### config.mk
export PLATFORM = sky130hd
export DESIGN_NAME = ssh_binary_packet_deframer_flat
export DESIGN_NICKNAME = d
export VERILOG_FILES = /design/src/sv/ssh_dfr_pkg.sv /design/src/sv/ssh_dfr_in_if.sv /design/src/sv/ssh_dfr_out_if.sv /design/src/sv/ssh_dfr_skid.sv /design/src/sv/ssh_binary_packet_deframer.sv /design/src/flat_wrapper.sv
export SDC_FILE = /design/constraint.sdc
export NUM_CORES = 1
export LEC_CHECK = 0
export BUFFER_PORTS_ARGS = -buffer_cell sky130_fd_sc_hd__buf_2
export CAP_MARGIN = 15
export CORE_MARGIN = 1.5
export CORE_UTILIZATION = 55
export CTS_CLUSTER_SIZE = 14
export DETAILED_ROUTE_END_ITERATION = 7
export GPL_TIMING_DRIVEN = 0
export PLACE_DENSITY_LB_ADDON = 0.05
export SYNTH_ARGS = -nofsm -noshare
export SYNTH_HDL_FRONTEND = slang
export SYNTH_SLANG_ARGS = --single-unit
### constraint.sdc
create_clock -name clk_i -period 16.2 [get_ports clk_i]
set_input_delay 3.24 -clock clk_i [delete_from_list [all_inputs] [get_ports clk_i]]
set_output_delay 3.24 -clock clk_i [all_outputs]
set_load 0.05 [all_outputs]
### src/sv/ssh_dfr_pkg.sv
// ----------------------------------------------------------------------------
// ssh_dfr_pkg: shared types and constants of the SSH packet deframer
// Result codes, register indexes, reset values and the result beat type.
// ----------------------------------------------------------------------------
`timescale 1ns / 1ps
`default_nettype none

package ssh_dfr_pkg;

  // Result kinds
  typedef enum logic [1:0] {
    KIND_DATA     = 2'd0,
    KIND_DONE     = 2'd1,
    KIND_BADHDR   = 2'd2,
    KIND_OVERFLOW = 2'd3
  } kind_e;

  // Configuration register indexes
  localparam int unsigned CfgIdxW = 1;
  localparam logic [CfgIdxW-1:0] REG_MAX_PKT_LEN = 1'b0;
  localparam logic [CfgIdxW-1:0] REG_PAYLOAD_CAP = 1'b1;

  localparam logic [15:0] MaxPktLenRst  = 16'd35000;
  localparam logic [15:0] PayloadCapRst = 16'd35000;
  localparam logic [7:0]  MinPadding    = 8'd4;

  // Number of length bytes in the header (the padding byte follows them)
  localparam logic [2:0]  LenBytes      = 3'd4;

  // One result beat
  typedef struct packed {
    kind_e       kind;
    logic [7:0]  payload_byte;
    logic        last_payload;
    logic [15:0] payload_length;
  } res_t;

endpackage

`default_nettype wire

### src/sv/ssh_dfr_in_if.sv
// ----------------------------------------------------------------------------
// ssh_dfr_in_if: input byte channel
// Valid/ready channel carrying one stream byte and the restart flag per beat.
// ----------------------------------------------------------------------------
`timescale 1ns / 1ps
`default_nettype none

interface ssh_dfr_in_if;
  logic       valid;
  logic       ready;
  logic [7:0] stream_byte;
  logic       restart;

  modport source (output valid, output stream_byte, output restart, input ready);
  modport sink   (input valid, input stream_byte, input restart, output ready);
endinterface

`default_nettype wire

### src/sv/ssh_dfr_out_if.sv
// ----------------------------------------------------------------------------
// ssh_dfr_out_if: result channel
// Valid/ready channel carrying one deframer result per beat.
// ----------------------------------------------------------------------------
`timescale 1ns / 1ps
`default_nettype none

interface ssh_dfr_out_if;
  logic        valid;
  logic        ready;
  logic [1:0]  kind;
  logic [7:0]  payload_byte;
  logic        last_payload;
  logic [15:0] payload_length;

  modport source (output valid, output kind, output payload_byte,
                  output last_payload, output payload_length, input ready);
  modport sink   (input valid, input kind, input payload_byte,
                  input last_payload, input payload_length, output ready);
endinterface

`default_nettype wire

### src/sv/ssh_dfr_skid.sv
// ----------------------------------------------------------------------------
// ssh_dfr_skid: output register with skid stage
// Holds up to two result beats so the input side never waits on out ready
// in the same cycle.
// ----------------------------------------------------------------------------
`timescale 1ns / 1ps
`default_nettype none

module ssh_dfr_skid (
  input  wire logic              clk_i,
  input  wire logic              rst_ni,
  input  wire logic              push_i,
  input  wire ssh_dfr_pkg::res_t data_i,
  output logic                   space_o,
  output logic                   valid_o,
  output ssh_dfr_pkg::res_t      data_o,
  input  wire logic              ready_i
);
  import ssh_dfr_pkg::*;

  logic out_vld_q, out_vld_d;
  logic skd_vld_q, skd_vld_d;
  res_t out_q, out_d;
  res_t skd_q, skd_d;
  logic pop;

  assign pop     = out_vld_q && ready_i;
  assign space_o = !skd_vld_q;
  assign valid_o = out_vld_q;
  assign data_o  = out_q;

  // Beat routing between the output register and the skid register
  always_comb begin
    out_vld_d = out_vld_q;
    skd_vld_d = skd_vld_q;
    out_d     = out_q;
    skd_d     = skd_q;
    if (skd_vld_q) begin
      if (pop) begin
        out_d     = skd_q;
        skd_vld_d = 1'b0;
      end
    end else if (push_i) begin
      if (!out_vld_q || pop) begin
        out_d     = data_i;
        out_vld_d = 1'b1;
      end else begin
        skd_d     = data_i;
        skd_vld_d = 1'b1;
      end
    end else if (pop) begin
      out_vld_d = 1'b0;
    end
  end

  always_ff @(posedge clk_i or negedge rst_ni) begin
    if (!rst_ni) begin
      out_vld_q <= 1'b0;
      skd_vld_q <= 1'b0;
    end else begin
      out_vld_q <= out_vld_d;
      skd_vld_q <= skd_vld_d;
    end
  end

  // Payload registers, no reset
  always_ff @(posedge clk_i) begin
    out_q <= out_d;
    skd_q <= skd_d;
  end

endmodule

`default_nettype wire

### src/sv/ssh_binary_packet_deframer.sv
// ----------------------------------------------------------------------------
// ssh_binary_packet_deframer: unencrypted SSH binary packet deframer
// Parses the length/padding header, forwards payload bytes, drops padding.
// ----------------------------------------------------------------------------
// Usage:
//   in_i carries one stream byte per beat plus a restart flag; restart drops
//   the byte and returns the parser to the start of a header.
//   out_o carries at most one result per input beat: a payload byte (last
//   flagged on the final one), packet done with the payload length, a
//   malformed header, or a payload over capacity. After an error every byte
//   is ignored until a beat with restart set.
//   The cfg port writes the packet length limit (index 0) and the payload
//   capacity limit (index 1); write only while the block is idle.
// Timing:
//   One byte is accepted per clock while in_i ready is high. Each result
//   is registered in the output buffer before it reaches out_o. The parser
//   state update is a single register stage, so throughput is set by the
//   handshake alone: one byte per cycle. A two-entry output buffer (output
//   register plus skid) decouples in_i ready from out_o ready; when the
//   receiver stalls, in_i ready drops once both entries hold a result.
// Reset:
//   rst_ni clears the parser to await a header, empties the output buffer
//   and loads both limits with 35000.
// ----------------------------------------------------------------------------
`timescale 1ns / 1ps
`default_nettype none

module ssh_binary_packet_deframer (
  input  wire logic                              clk_i,
  input  wire logic                              rst_ni,
  ssh_dfr_in_if.sink                             in_i,
  ssh_dfr_out_if.source                          out_o,
  input  wire logic                              cfg_we_i,
  input  wire logic [ssh_dfr_pkg::CfgIdxW-1:0]   cfg_idx_i,
  input  wire logic [15:0]                       cfg_data_i
);
  import ssh_dfr_pkg::*;

  // Parser phases
  localparam logic [1:0] PH_HEADER  = 2'd0;
  localparam logic [1:0] PH_PAYLOAD = 2'd1;
  localparam logic [1:0] PH_PADDING = 2'd2;
  localparam logic [1:0] PH_ERROR   = 2'd3;

  logic [15:0] max_len_q, pay_cap_q;
  logic [1:0]  phase_q, phase_d;
  logic [2:0]  hdr_cnt_q, hdr_cnt_d;
  logic        len_hi_q, len_hi_d;   // upper 16 bits of length nonzero
  logic [15:0] len_q, len_d;
  logic [7:0]  pad_q, pad_d;
  logic [15:0] rem_q, rem_d;
  logic [15:0] tot_q, tot_d;

  logic        accept;
  logic        push;
  logic        space;
  res_t        res;
  res_t        out_res;
  logic [7:0]  b;
  logic        bad_hdr;
  logic [15:0] plen;

  assign accept = in_i.valid && in_i.ready;
  assign in_i.ready = space;
  assign b = in_i.stream_byte;

  // Header checks on the padding byte
  assign bad_hdr = len_hi_q || (len_q > max_len_q) || (b < MinPadding) ||
                   ({1'b0, len_q} < ({9'd0, b} + 17'd1));
  assign plen    = len_q - {8'd0, b} - 16'd1;

  // Parser next state and result
  always_comb begin
    phase_d   = phase_q;
    hdr_cnt_d = hdr_cnt_q;
    len_hi_d  = len_hi_q;
    len_d     = len_q;
    pad_d     = pad_q;
    rem_d     = rem_q;
    tot_d     = tot_q;
    push      = 1'b0;
    res       = '0;
    if (accept) begin
      if (in_i.restart) begin
        phase_d   = PH_HEADER;
        hdr_cnt_d = '0;
        len_hi_d  = 1'b0;
        len_d     = '0;
        pad_d     = '0;
        rem_d     = '0;
        tot_d     = '0;
      end else begin
        case (phase_q)
          PH_HEADER: begin
            if (hdr_cnt_q != LenBytes) begin
              if ((hdr_cnt_q < 3'd2) && (b != 8'd0)) len_hi_d = 1'b1;
              len_d     = {len_q[7:0], b};
              hdr_cnt_d = hdr_cnt_q + 3'd1;
            end else begin
              hdr_cnt_d = LenBytes + 3'd1;
              pad_d     = b;
              if (bad_hdr) begin
                phase_d  = PH_ERROR;
                push     = 1'b1;
                res.kind = KIND_BADHDR;
              end else if (plen > pay_cap_q) begin
                phase_d  = PH_ERROR;
                push     = 1'b1;
                res.kind = KIND_OVERFLOW;
              end else begin
                tot_d   = plen;
                rem_d   = plen;
                phase_d = (plen != 16'd0) ? PH_PAYLOAD : PH_PADDING;
              end
            end
          end
          PH_PAYLOAD: begin
            push             = 1'b1;
            res.kind         = KIND_DATA;
            res.payload_byte = b;
            if (rem_q <= 16'd1) begin
              res.last_payload = 1'b1;
              rem_d            = '0;
              phase_d          = PH_PADDING;
            end else begin
              rem_d = rem_q - 16'd1;
            end
          end
          PH_PADDING: begin
            if (pad_q <= 8'd1) begin
              push               = 1'b1;
              res.kind           = KIND_DONE;
              res.payload_length = tot_q;
              phase_d            = PH_HEADER;
              hdr_cnt_d          = '0;
              len_hi_d           = 1'b0;
              len_d              = '0;
              pad_d              = '0;
              rem_d              = '0;
              tot_d              = '0;
            end else begin
              pad_d = pad_q - 8'd1;
            end
          end
          default: begin
            phase_d = PH_ERROR;
          end
        endcase
      end
    end
  end

  // Parser state
  always_ff @(posedge clk_i or negedge rst_ni) begin
    if (!rst_ni) begin
      phase_q   <= PH_HEADER;
      hdr_cnt_q <= '0;
      len_hi_q  <= 1'b0;
      len_q     <= '0;
      pad_q     <= '0;
      rem_q     <= '0;
      tot_q     <= '0;
    end else begin
      phase_q   <= phase_d;
      hdr_cnt_q <= hdr_cnt_d;
      len_hi_q  <= len_hi_d;
      len_q     <= len_d;
      pad_q     <= pad_d;
      rem_q     <= rem_d;
      tot_q     <= tot_d;
    end
  end

  // Configuration registers
  always_ff @(posedge clk_i or negedge rst_ni) begin
    if (!rst_ni) begin
      max_len_q <= MaxPktLenRst;
      pay_cap_q <= PayloadCapRst;
    end else if (cfg_we_i) begin
      case (cfg_idx_i)
        REG_MAX_PKT_LEN: max_len_q <= cfg_data_i;
        REG_PAYLOAD_CAP: pay_cap_q <= cfg_data_i;
        default: ;
      endcase
    end
  end

  // Output buffer
  ssh_dfr_skid u_skid (
    .clk_i   (clk_i),
    .rst_ni  (rst_ni),
    .push_i  (push),
    .data_i  (res),
    .space_o (space),
    .valid_o (out_o.valid),
    .data_o  (out_res),
    .ready_i (out_o.ready)
  );

  assign out_o.kind           = out_res.kind;
  assign out_o.payload_byte   = out_res.payload_byte;
  assign out_o.last_payload   = out_res.last_payload;
  assign out_o.payload_length = out_res.payload_length;

  // Assertions
  a_pay_rem_nz: assert property (@(posedge clk_i) disable iff (!rst_ni)
    (phase_q == PH_PAYLOAD) |-> (rem_q != 16'd0))
    else $error("payload phase with zero bytes remaining");

  a_done_to_hdr: assert property (@(posedge clk_i) disable iff (!rst_ni)
    (push && (res.kind == KIND_DONE)) |=> (phase_q == PH_HEADER) && (hdr_cnt_q == 3'd0))
    else $error("parser not back at header after packet done");

  a_err_push: assert property (@(posedge clk_i) disable iff (!rst_ni)
    (push && ((res.kind == KIND_BADHDR) || (res.kind == KIND_OVERFLOW)))
      |=> (phase_q == PH_ERROR))
    else $error("error reported without entering error phase");

  a_stall_full: assert property (@(posedge clk_i) disable iff (!rst_ni)
    !in_i.ready |-> out_o.valid)
    else $error("input stalled with empty output register");

endmodule

`default_nettype wire
### src/flat_wrapper.sv
// flat-port wrapper written by rule: the top's interface ports become plain ports
module ssh_binary_packet_deframer_flat import ssh_dfr_pkg::*;
  (clk_i, rst_ni, cfg_we_i, cfg_idx_i, cfg_data_i, in_i_valid, in_i_stream_byte, in_i_restart, in_i_ready, out_o_valid, out_o_kind, out_o_payload_byte, out_o_last_payload, out_o_payload_length, out_o_ready);
  ssh_dfr_in_if in_i_i ();
  ssh_dfr_out_if out_o_i ();
  input  wire logic clk_i;
  input  wire logic rst_ni;
  input  wire logic cfg_we_i;
  input  wire logic [ssh_dfr_pkg::CfgIdxW-1:0] cfg_idx_i;
  input  wire logic [15:0] cfg_data_i;
  input wire logic [$bits(in_i_i.valid)-1:0] in_i_valid;
  input wire logic [$bits(in_i_i.stream_byte)-1:0] in_i_stream_byte;
  input wire logic [$bits(in_i_i.restart)-1:0] in_i_restart;
  output wire logic [$bits(in_i_i.ready)-1:0] in_i_ready;
  output wire logic [$bits(out_o_i.valid)-1:0] out_o_valid;
  output wire logic [$bits(out_o_i.kind)-1:0] out_o_kind;
  output wire logic [$bits(out_o_i.payload_byte)-1:0] out_o_payload_byte;
  output wire logic [$bits(out_o_i.last_payload)-1:0] out_o_last_payload;
  output wire logic [$bits(out_o_i.payload_length)-1:0] out_o_payload_length;
  input wire logic [$bits(out_o_i.ready)-1:0] out_o_ready;
  assign in_i_i.valid = in_i_valid;
  assign in_i_i.stream_byte = in_i_stream_byte;
  assign in_i_i.restart = in_i_restart;
  assign in_i_ready = in_i_i.ready;
  assign out_o_valid = out_o_i.valid;
  assign out_o_kind = out_o_i.kind;
  assign out_o_payload_byte = out_o_i.payload_byte;
  assign out_o_last_payload = out_o_i.last_payload;
  assign out_o_payload_length = out_o_i.payload_length;
  assign out_o_i.ready = out_o_ready;
  ssh_binary_packet_deframer u_core (.clk_i(clk_i), .rst_ni(rst_ni), .in_i(in_i_i), .out_o(out_o_i), .cfg_we_i(cfg_we_i), .cfg_idx_i(cfg_idx_i), .cfg_data_i(cfg_data_i));
endmodule
==> impl_metrics.py <==
metrics = {
    "detailed_routing": {
        "ant_nets": 0,
        "drt_pre_antenna_iters": 5,
        "drcViolationCount": 0,
        "wire_per_inst_um": 19.7,
        "totalWireLength_mm": 23.0,
        "drt_iter0_markers": 508,
        "viasPerCell": 6.03,
        "vias": 7051,
    },
    "grt": {
        "grt_max_degree": 67,
        "busiest_layer": "met2",
        "grt_remaining_overflow": 0,
        "grt_pass1_vias": 7215,
        "gr-usage-all-layers": 0.301,
        "grt_pass1_wl_mm": 37.8,
        "grt_use_met1": 0.394,
        "met3_usage": 0.0534,
        "gr-usage-met2": 0.498,
        "antenna_found_initial": 0,
    },
    "yosys": {
        "synth_ff_type": "dfrtp_1",
        "synth_warnings": 0,
        "synthTopCellsByArea": "dfrtp_1 (24%), edfxtp_1 (19%), ha_1 (8.9%)",
        "ys_async_sr_fraction": 0.640,
        "synth_edf_count": 54,
        "syn-instance-count": 862,
        "ys_seq_elements": 150,
        "yosys.cell_types.count": 68,
        "syn_avg_cell_area_um2": 9.97,
        "synth_top_area_share": 0.245,
        "ys_seq_area_frac": 0.470,
        "syn_area_um2": 8590,
        "syn_nets": 955,
        "synth_area_leader_cell": "dfrtp_1",
    },
    "cts": {
        "numCtsBuffers": 17,
        "post_cts_buffers": 0,
        "clk_latency_ns": 0.43,
        "cts_buffer_depth": 2,
        "clkTransAtPathRegs_ns": 0.06,
        "cts_tree": "yes",
        "htreeDepth": 4,
        "root_buffer": "clkbuf_16",
        "clock-sinks": 150,
        "cts_resized": 0,
        "holdBufCountCts": 0,
    },
    "worst_setup_path": {
        "crit_path_end_kind": "flip-flop",
        "cp_max_fo": 10,
        "crit_end": "u_core.u_skid.skd_q[15]",
        "rrSetupSlack_ns": 10.65,
        "startpoint_type": "input pin",
        "worstReg2RegStart": "u_core.len_q[2]",
        "reg2reg_to": "u_core.u_skid.skd_q[15]",
        "worst_ep_arrival_time_ns": 8.42,
        "worst-r2r-cell-count": 15,
        "cp.required_ns": 16.34,
        "crit_type": "input pin to flip-flop",
        "critical_path.startpoint": "in_i_stream_byte[0]",
    },
    "floorplanning": {
        "die_h_um": 128,
        "start_util": 0.563,
        "dieWidth_um": 128,
        "core-area_um2": 15300,
        "io_pins": 60,
        "row_count": 45,
        "dieArea_um2": 16400,
    },
    "power_and_ir_drop": {
        "p_leak_nw": 4.36,
        "irDropWorstVdd_mv": 0.105,
        "power_mw": 1.81,
        "cellPowerDensity_nw_per_um2": 184,
    },
    "placed_design": {
        "gp_congestion": 0.884,
        "hpwl_mm": 16.7,
        "numPortBuffers": 59,
        "post-place-ws_ns": 7.49,
    },
    "timing": {
        "setup_violations": 0,
        "setup_slack_ns": 7.93,
        "hold_viol_final": 0,
        "worst_pin_slew_ns": 1.11,
        "fmax_mhz": 121,
        "drv_slew": 0,
        "finalCritPeriodShare": 0.511,
        "skew_ns": 0.00794,
        "timing.setup.tns_ns": 0,
        "period_minus_slack_ns": 8.27,
        "max_slew_margin": 0.261,
        "rsz0062_at_grt": "no",
    },
    "cells_and_area": {
        "fin_nets": 1038,
        "antenna_cells": 0,
        "final_layout_size_suffix_gt1_frac": 0.154,
        "area_growth_pct": 14.4,
    },
    "outcome": {
        "status": "complete, no violations",
    },
    "job": {
        "drv_cap": 0,
    },
    "worst_hold_path": {
        "min_path_type": "flip-flop to flip-flop",
        "hold_depth": 1,
    },
}
## synth_stat cells (2+ instances only)
cell type  number
xnor2_1        17
nand2b_1        5
o41ai_1         3
a21o_1         29
and3_1          3
dfrtp_1        84
nor4b_1         2
nor2b_1         9
edfxtp_1       54
nand3_1        26
nor3b_1         3
a32oi_1         3
mux2i_1        10
o22ai_1         8
nor4_1          7
inv_1          76
a31oi_1         5
nand4_1         8
or4_1           7
nor2_1         37
o21ai_1         2
xor2_1          6
o31ai_1        16
ha_1           61
or2_2           5
o211ai_1       20
o31a_1          4
o221ai_1        2
or3_1           3
a21boi_0        2
o311ai_0        4
o21a_1          5
nor3_1         40
a21oi_1        33
o21ai_0        60
mux2_2         26
a211oi_1        9
nand2_1        89
a22oi_1         3
and2_1          8
dfstp_2        12
clkbuf_1       30
## critical path: stages
cell       delay, ns
buf_2           0.12
inv_1           0.27
ha_1            0.25
inv_1           0.06
fa_1            0.41
nor2b_1         0.18
o2111ai_1       0.29
a31oi_1         0.36
nor4_1          0.10
xnor2_1         0.36
inv_1           0.16
ha_1            0.35
nand3_1         0.09
or2_2           0.29
a31oi_1         0.17
o31ai_1         0.20
nand3_1         0.12
o21ai_0         0.22
nor3b_2         0.77
buf_8           0.24
buf_6           0.17
## final cells by class
cell class	instances	area, um^2
plain buffers	32	139
clock inverters	15	165
well taps	211	264
inverters	77	289
flip-flops and latches	150	4040
repair buffers	64	372
clock buffers	17	425
multi-input cells	603	4140
fillers	1223	5430
## cells in the final DEF (no fill, tap or decap), types with 26 or more instances in the layout
cell,count
dfrtp_1,84
nand2_1,89
buf_2,59
ha_1,61
mux2_2,26
clkbuf_1,30
nand3_1,26
o21ai_0,60
nor2_1,37
edfxtp_1,54
a21o_1,29
inv_1,76
a21oi_1,33
nor3_1,40
## metal layers
metal  wire (um)  vias to the layer above  share of wire
met5           0                        -              0
met4         650                        0          0.028
li1            -                     3326              -
met2       11000                      226           0.48
met1       10100                     3452           0.44
met3        1210                       47          0.052
## sequential cells by signal, summed over array words and instances (netlist names)
register and flops:
u_core.hdr_cnt_q 3, u_core.len_hi_q 1, u_core.len_q 16, u_core.max_len_q 16
u_core.pad_q 8, u_core.pay_cap_q 16, u_core.phase_q 2, u_core.rem_q 16
u_core.tot_q 16, u_core.u_skid.data_o 27, u_core.u_skid.skd_q 27, u_core.u_skid.skd_vld_q 1
u_core.u_skid.valid_o 1
## report_power, final
group | switching [mW] | leakage, nW | internal [mW]
logic | 0.560 | 2.37 | 0.295
clock network | 0.170 | 0.286 | 0.230
registers | 0.0748 | 1.70 | 0.478
total | 0.805 | 4.36 | 1.00
## how the worst min path moves through the flow
stage	start	slack, ns	to
4_1_cts	u_core.tot_q[6]	0.50	u_core.tot_q[6]
5_1_grt	u_core.tot_q[6]	0.52	u_core.tot_q[6]
2_1_floorplan	u_core.pad_q[5]	0.46	u_core.pad_q[5]
3_3_place_gp	u_core.tot_q[6]	0.49	u_core.tot_q[6]
6_report	u_core.tot_q[6]	0.50	u_core.tot_q[6]
3_5_place_dp	u_core.tot_q[6]	0.49	u_core.tot_q[6]
## metrics by stage
stage               area (um^2)  hold WS [ns]  utilization  cells
finish                     9830         0.501        0.644   1169
global route               9830         0.519        0.644   1169
CTS                        9830         0.501        0.644   1169
detailed placement         9240         0.487        0.606   1137
global placement           9150         0.488        0.600   1132
floorplan                  8590         0.465            -    862
## cells by family (layout without fill, tap and decap cells)
| logic type | Yosys count | in the layout | share of synthesized area |
|---|---|---|---|
| mux | 37 | 37 | 0.0475 |
| flops | 150 | 150 | 0.470 |
| buf+inv | 109 | 205 | 0.0498 |
| simple gates | 256 | 256 | 0.144 |
| fa+ha+maj | 62 | 62 | 0.0911 |
| xor+xnor | 23 | 23 | 0.0234 |
| compound gates | 225 | 225 | 0.175 |
Note: power is estimated with default switching activity, not from simulation.
